===== config.mk =====
export PLATFORM = sky130hd
export DESIGN_NAME = lcag_ctrl
export DESIGN_NICKNAME = d
export VERILOG_FILES = /design/src/rtl/life_cellular_automaton_grid_macros.svh /design/src/rtl/lcag_pkg.sv /design/src/rtl/lcag_ctrl.sv
export SDC_FILE = /design/constraint.sdc
export NUM_CORES = 1
export LEC_CHECK = 0
export ABC_CLOCK_PERIOD_IN_PS = 5650
export BUFFER_PORTS_ARGS = -buffer_cell sky130_fd_sc_hd__clkbuf_2
export CORE_UTILIZATION = 42
export DETAILED_ROUTE_END_ITERATION = 6
export SYNTH_ARGS = -nofsm -noshare
export SYNTH_HDL_FRONTEND = slang
export SYNTH_SLANG_ARGS = --single-unit
export TNS_END_PERCENT = 30

===== constraint.sdc =====
create_clock -name clk -period 5.65 [get_ports clk]
set_clock_uncertainty 0.05 [all_clocks]
set_input_delay 1.13 -clock clk [delete_from_list [all_inputs] [get_ports clk]]
set_output_delay 1.13 -clock clk [all_outputs]
set_load 0.02 [all_outputs]

===== src/rtl/life_cellular_automaton_grid_macros.svh =====
// ----------------------------------------------------------------------------
// Life grid assertion macros
// Shared property templates for the grid engine checks.
// ----------------------------------------------------------------------------
`ifndef LIFE_CELLULAR_AUTOMATON_GRID_MACROS_SVH
`define LIFE_CELLULAR_AUTOMATON_GRID_MACROS_SVH

// same-cycle implication
`define LCAG_ASSERT_SAME(label, clk, rst, ante, cons, msg) \
  label: assert property (@(posedge clk) disable iff (rst) (ante) |-> (cons)) \
    else $error(msg);

// next-cycle implication
`define LCAG_ASSERT_NEXT(label, clk, rst, ante, cons, msg) \
  label: assert property (@(posedge clk) disable iff (rst) (ante) |=> (cons)) \
    else $error(msg);

`endif


===== src/rtl/lcag_pkg.sv =====
// ----------------------------------------------------------------------------
// Life grid package
// Opcodes, register indexes, command bundle and fixed field widths.
// ----------------------------------------------------------------------------
package lcag_pkg;

  localparam int OP_W    = 2;
  localparam int COORD_W = 6;
  localparam int CFG_W   = 7;
  localparam int IDX_W   = 2;
  localparam int GEN_W   = 32;
  localparam int ASH_W   = 13;

  localparam logic [ASH_W-1:0] ASH_LIMIT = 13'd8191;

  typedef enum logic [OP_W-1:0] {
    OP_WRITE   = 2'd0,
    OP_READ    = 2'd1,
    OP_ADVANCE = 2'd2,
    OP_CLEAR   = 2'd3
  } opcode_t;

  localparam logic [IDX_W-1:0] CFG_GRID_WIDTH  = 2'd0;
  localparam logic [IDX_W-1:0] CFG_GRID_HEIGHT = 2'd1;
  localparam logic [IDX_W-1:0] CFG_WRAP_MODE   = 2'd2;

  // what enters the row window during a generation sweep
  typedef enum logic [1:0] {
    SRC_ZERO = 2'd0,
    SRC_MEM  = 2'd1,
    SRC_ROW0 = 2'd2
  } push_src_t;

  typedef struct packed {
    logic      load;
    logic      rd_en;
    logic      addr_op;
    logic      wr_zero_live;
    logic      wr_zero_ash;
    logic      cell_wr;
    logic      clear_cnt;
    logic      adv_start;
    logic      push;
    push_src_t push_src;
    logic      save_row0;
    logic      eval;
    logic      report;
  } cmd_t;

endpackage


===== src/rtl/lcag_ctrl.sv =====
// ----------------------------------------------------------------------------
// Life grid controller
// Sequences clear, cell access and generation sweeps over the row memories.
// ----------------------------------------------------------------------------
module lcag_ctrl #(
  parameter int MAX_HEIGHT = 64
) (
  input  logic                                               clk,
  input  logic                                               rst,
  input  logic                                               start,
  input  logic [lcag_pkg::OP_W-1:0]                          opcode,
  input  logic [$clog2(MAX_HEIGHT+1)-1:0]                    eff_h,
  input  logic                                               wrap,
  output logic                                               busy,
  output lcag_pkg::cmd_t                                     cmd,
  output logic [((MAX_HEIGHT > 1) ? $clog2(MAX_HEIGHT) : 1)-1:0] row_addr
);
  import lcag_pkg::*;

  localparam int RW           = (MAX_HEIGHT > 1) ? $clog2(MAX_HEIGHT) : 1;
  localparam int CNTW         = $clog2(MAX_HEIGHT + 2);
  localparam int DRAIN_CYCLES = 4;

  typedef enum logic [8:0] {
    S_IDLE      = 9'b000000001,
    S_CLEAR     = 9'b000000010,
    S_CELL_RD   = 9'b000000100,
    S_CELL_WR   = 9'b000001000,
    S_ADV       = 9'b000010000,
    S_DRAIN     = 9'b000100000,
    S_FILL      = 9'b001000000,
    S_REPORT_RD = 9'b010000000,
    S_DONE      = 9'b100000000
  } state_t;

  state_t          state, state_next;
  logic [CNTW-1:0] cnt, cnt_next;
  logic            reply, reply_next;
  logic [CNTW-1:0] h_ext, last_row;

  assign h_ext    = CNTW'(eff_h);
  assign last_row = CNTW'(MAX_HEIGHT - 1);
  assign busy     = (state != S_IDLE);

  always_comb begin
    state_next = state;
    cnt_next   = cnt;
    reply_next = reply;
    cmd        = '0;
    row_addr   = RW'(cnt);
    case (state)
      S_IDLE: begin
        if (start) begin
          cmd.load   = 1'b1;
          reply_next = 1'b1;
          cnt_next   = '0;
          case (opcode_t'(opcode))
            OP_WRITE:   state_next = S_CELL_RD;
            OP_READ:    state_next = S_REPORT_RD;
            OP_ADVANCE: state_next = S_ADV;
            OP_CLEAR:   state_next = S_CLEAR;
            default:    state_next = S_REPORT_RD;
          endcase
        end
      end
      S_CLEAR: begin
        cmd.wr_zero_live = 1'b1;
        cmd.wr_zero_ash  = 1'b1;
        cmd.clear_cnt    = 1'b1;
        if (cnt == last_row) begin
          cnt_next   = '0;
          state_next = reply ? S_REPORT_RD : S_IDLE;
        end else begin
          cnt_next = cnt + 1'b1;
        end
      end
      S_CELL_RD: begin
        cmd.rd_en   = 1'b1;
        cmd.addr_op = 1'b1;
        state_next  = S_CELL_WR;
      end
      S_CELL_WR: begin
        cmd.cell_wr = 1'b1;
        state_next  = S_REPORT_RD;
      end
      S_ADV: begin
        // window stream: row above row 0, rows 0..h-1, row below row h-1
        cmd.push = 1'b1;
        if (cnt == '0) begin
          cmd.adv_start = 1'b1;
          cmd.rd_en     = wrap;
          row_addr      = RW'(h_ext - 1'b1);
          cmd.push_src  = wrap ? SRC_MEM : SRC_ZERO;
        end else if (cnt == h_ext + 1'b1) begin
          cmd.eval     = 1'b1;
          cmd.push_src = wrap ? SRC_ROW0 : SRC_ZERO;
        end else begin
          cmd.rd_en     = 1'b1;
          row_addr      = RW'(cnt - 1'b1);
          cmd.push_src  = SRC_MEM;
          cmd.save_row0 = (cnt == CNTW'(1));
          cmd.eval      = (cnt >= CNTW'(2));
        end
        if (cnt == h_ext + 1'b1) begin
          cnt_next   = '0;
          state_next = S_DRAIN;
        end else begin
          cnt_next = cnt + 1'b1;
        end
      end
      S_DRAIN: begin
        if (cnt == CNTW'(DRAIN_CYCLES - 1)) begin
          if (h_ext == CNTW'(MAX_HEIGHT)) begin
            state_next = S_REPORT_RD;
          end else begin
            cnt_next   = h_ext;
            state_next = S_FILL;
          end
        end else begin
          cnt_next = cnt + 1'b1;
        end
      end
      S_FILL: begin
        // rows past the active height die; their ash stays
        cmd.wr_zero_live = 1'b1;
        if (cnt == last_row) begin
          state_next = S_REPORT_RD;
        end else begin
          cnt_next = cnt + 1'b1;
        end
      end
      S_REPORT_RD: begin
        cmd.rd_en   = 1'b1;
        cmd.addr_op = 1'b1;
        state_next  = S_DONE;
      end
      S_DONE: begin
        cmd.report = 1'b1;
        reply_next = 1'b0;
        state_next = S_IDLE;
      end
      default: begin
        state_next = S_IDLE;
      end
    endcase
  end

  always_ff @(posedge clk) begin
    if (rst) begin
      state <= S_CLEAR;
      cnt   <= '0;
      reply <= 1'b0;
    end else begin
      state <= state_next;
      cnt   <= cnt_next;
      reply <= reply_next;
    end
  end

endmodule


Word-level counts from Yosys, hierarchy flattened
Index checks and enable logic that the tools add are counted.
Storage, ports and cells
  bits in registers: 17
  input bits: 13
  output and inout bits: 21
  logic and storage cells: 82
Operators by class
  add/sub/neg operators: 4
  order comparisons: 1
  equality and inequality tests: 25
  multiplexer cells: 40
  reductions and logical operators: 9
Operator list (number)
  one-hot mux 9 bit (8 select lines): 1
  2-to-1 mux 9 bit: 5
  2-to-1 mux 7 bit: 6
  one-hot mux 9 bit (4 select lines): 1
  one-hot mux 7 bit (5 select lines): 1
  2-to-1 mux 6 bit: 4
  2-to-1 mux 8 bit: 2
  adder 7 x 1 -> 7 bit, second input constant: 2
  2-to-1 mux 1 bit: 14
  inequality test 2 bit, second input constant: 6
  subtractor 6 x 1 -> 6 bit, second input constant: 2
  == test 9 x 1 -> 1 bit, second input constant: 1
  == test 9 x 2 -> 1 bit, second input constant: 1
  == test 9 x 3 -> 1 bit, second input constant: 1
  == test 9 x 4 -> 1 bit, second input constant: 1
  == test 9 x 5 -> 1 bit, second input constant: 1
  == test 9 x 6 -> 1 bit, second input constant: 1
  == test 9 x 7 -> 1 bit, second input constant: 1
  == test 9 x 8 -> 1 bit, second input constant: 1
  == test 9 bit, second input constant: 1
  inequality test 9 x 1 -> 1 bit, second input constant: 1
  2-to-1 mux 2 bit: 4
  == test 7 x 1 -> 1 bit, second input constant: 1
  == test 7 x 2 -> 1 bit, second input constant: 1
  16 further kinds: 19

Longest topological paths before layout
  depth after elaboration: 5
  gate-level depth with buffers: 12
  depth with buffers taken out: 11

Worst setup path before layout
OpenSTA, ideal clock, no wires.
  path kind: input port to output port
  from: in eff_h[0]
  to: out row_addr[0] in the netlist's numbering
  data arrival time: 3.364 ns
  data required time: 4.470 ns
  slack: 1.106 ns
  stages on the path: 12
  path buffers: 1
  path through: clkbuf_1 > inv_1 > ha_1 > xnor2_1 > o211ai_1 > a211oi_1 > a21boi_2 > inv_1 > ha_1 > nand2_1 > o211ai_1 > o21ai_0
Between the ends
  longest elaborated chain between the ends: 5
  elaborated cells on any way between the ends: 6
  classes of those cells: 2 x add/sub; 1 x eq/ne; 3 x mux
Ends and longest elaborated chain
  start: declaration: line lcag_ctrl.sv:12  | input logic [$clog2(MAX_HEIGHT+1)-1:0] eff_h,
  adder 7 x 1 -> 7 bit: line lcag_ctrl.sv:94  | end else if (cnt == h_ext + 1'b1) begin
  == test 7 bit: line lcag_ctrl.sv:94
  2-to-1 mux 6 bit: line lcag_ctrl.sv:94
  2-to-1 mux 6 bit *: line lcag_ctrl.sv:89  | if (cnt == '0) begin
  2-to-1 mux 6 bit *: line lcag_ctrl.sv:51  | case (state)
  end: declaration: line lcag_ctrl.sv:16  | output logic [((MAX_HEIGHT > 1) ? $clog2(MAX_HEIGHT) : 1)-1:0] row_addr
Mark *: on every way between the ends. The rest lies on a longest branch, timed or not.

Worst setup path in the final report
Ends and elaborated chain as after synthesis.

==> results.tsv <==
metric	value	unit
status	complete, no violations	
cp_cell_sequence	clkbuf_2, inv_1, ha_1, xnor2_1, o211ai_1, a211oi_1, a21boi_2, inv_1, ha_1, nand2_1, o211ai_1, o21ai_0, clkbuf_2	
n_antenna_cell	0	
antenna_found_initial	0	
grt_start_max_net_pins	15	
first_iter_violations	252	
max_stage_delay	0.44	ns
regToRegSetupSlack	2.90	ns
synth_top_area_share	18.7	%
cp_data_arrival_time	3.63	ns
coreArea	4090	µm²
finalCriticalPeriod	4.81	ns
synth_edf_count	0	
hold_violations	0	
synth_top_family_by_area	simple AND/OR/NAND/NOR gates	
fillers	428	
cts_setup_buffers	0	
criticalPathCategory	in -> out	
cts_tree	built	
cpMaxStageDelayCell	a21boi_2	
final_nets	295	
viasPerCell	6.10	
clock-sinks	17	
cts-buffers-inserted	3	
syn-cell-area	1820	µm²
setup_viol	0	
synthArstFlopShare	0	%
holdWs	0.523	ns
rows	23	
synth_compound_area_share	25.8	%
drt-pass1-iter-count	5	
postRouteAntennaNets	0	
cp-end-kind	output port	
syn_inst	253	
routed_wl	5.30	mm
wl_per_cell	16.3	µm
crit_buf_inv	4	
vias	1975	
clk_latency	0.26	ns
synthTopCellsByArea	dfxtp_1 19%, nand2_1 5.6%, ha_1 4.8%, nor2_1 4.8%, a21oi_1 4.4%	
yosys.area_share.adder	4.82	%
p_leak	0.830	nW
cts_resized	0	
cts_max_level	1	
area_growth	10.9	%
ys_top_cells_by_count	27 x nand2_1, 23 x nor2_1, 17 x dfxtp_1	
path_max_fanout	10	
grt_pass1_vias	1655	
clkSlewWorstSetupHoldPaths	0.07	ns
worst_ep_required_time	4.47	ns
fp.dieH	67.8	µm
drive_gt1_share	16.4	%
yosys.area_share.simple	36.0	%
avgSynthCellArea	7.18	µm²
port_buffers	33	
slew_headroom	52.4	%
slew_viol_final	0	
grt_pass1_wl	8.14	mm
track_usage	24.0	%
grt-ovfl-total	0	
regArea	340	µm²
syn_nets	273	
path_delay_family	compound AO/OA/AOI/OAI gates	
multiInputGateArea	1360	µm²
tightestPinTransition	0.706	ns
yosysSeqAreaShare	18.7	%
postCtsHoldBufs	0	
cts_root_buf	clkbuf_8	
ys_seq_elements	17	
rsz0062_at_grt	false	
place.gp.congestion	0.892	
synth-xor-area-share	8.06	%
clk_path_buf_depth	2	
layout_worst_path_cycle_share	85.1	%
drv_cap	0	
ir_drop	114	µV
synthMuxAreaShare	0	%
power.density	226	nW/µm²
yosysWarnings	0	
start_kind	primary input	
min_path_type	reg -> reg	
totalNegativeSetupSlack	0	ns
yosysMostFrequentCell	nand2_1	
yosysUniqueCellTypes	55	
die_w	67.8	µm
maxClockFrequency	208	MHz
die_area	4590	µm²
num_io_pins	34	
initial_core_util	44.5	%
synth_top_cell_by_area	dfxtp_1	
drc	0	
post-dp-hpwl	4.00	mm
synthFlopType	dfxtp_1	
[routing by layer]
layer  up-vias  global-route usage (%)  wire length [µm]
met5         -                       0                 0
met4         0                    7.03                36
met3         4                    2.36               351
met2        78                    36.5              2300
met1       911                    35.2              2610
li1        982                       -                 -
[report_power, final]
part	internal, mW	switching [mW]
clock	0.0502	0.0453
sequential	0.128	0.0212
combinational	0.0818	0.128
total	0.260	0.195
[worst reg2reg max path, stage by stage (launching register included)]
cell and delay, ns:
dfxtp_1 0.50, xor3_1 0.47, nor4_1 0.25, o31ai_2 0.13, a21boi_2 0.38, inv_1 0.17, ha_1 0.22, a22oi_1 0.25
a21o_1 0.17, a21oi_1 0.06
[through the flow]
step	std cells	total power [mW]	worst slack, ns	cell area (µm²)	util [%]
final	324	0.455	0.839	2010	49.3
after global routing	324	0.481	0.677	2010	49.3
after CTS	324	0.451	0.859	2010	49.3
after detailed placement	320	0.358	0.883	1970	48.2
after global placement	320	0.360	0.945	1970	48.2
after floorplan	253	0.308	1.11	1820	-
[final timing paths]
| path | from | endpoint | depth (start not counted) |
|---|---|---|---|
| worst max-delay path | eff_h[0] | row_addr[0] | 13 |
| worst min-delay path | state[6]$_SDFFE_PP0P_ | state[6]$_SDFFE_PP0P_ | 2 |
| worst max register to register | cnt[6]$_SDFFE_PP0P_ | cnt[0]$_SDFFE_PP0P_ | 9 |
| worst min register to register | state[6]$_SDFFE_PP0P_ | state[6]$_SDFFE_PP0P_ | 2 |
[state kept, by name (all words and copies together) (netlist names)]
register and cells:
state 9, cnt 7, reply 1
[final cells by class]
class	count	area share, %
timing repair buffer	33	8.20
inverter	12	2.24
clock buffer	4	2.24
tap	50	3.11
multi-input combinational	208	67.3
sequential	17	16.9
[cell families (layout without fill, tap and decap cells)]
| kind of cell | count (synthesis) | in the layout |
|---|---|---|
| DFF | 17 | 17 |
| and+or+nand+nor | 119 | 119 |
| buffers and inverters | 28 | 49 |
| xor gates and xnor gates | 15 | 15 |
| adders and majority gates | 7 | 7 |
| AOI/OAI and AO/OA | 67 | 67 |
[cells in the final DEF (no fill, tap or decap), types with 5 or more instances in the layout]
| master | instances |
|---|---|
| inv_1 | 12 |
| xnor2_1 | 7 |
| clkbuf_2 | 33 |
| nand3_1 | 13 |
| nor4_1 | 5 |
| o21ai_0 | 9 |
| dfxtp_1 | 17 |
| ha_1 | 7 |
| xor2_1 | 7 |
| nor3_1 | 13 |
| a21oi_1 | 16 |
| or3_1 | 7 |
| nor2_1 | 23 |
| nand2_1 | 27 |
Power figures use the tool's default switching activity.
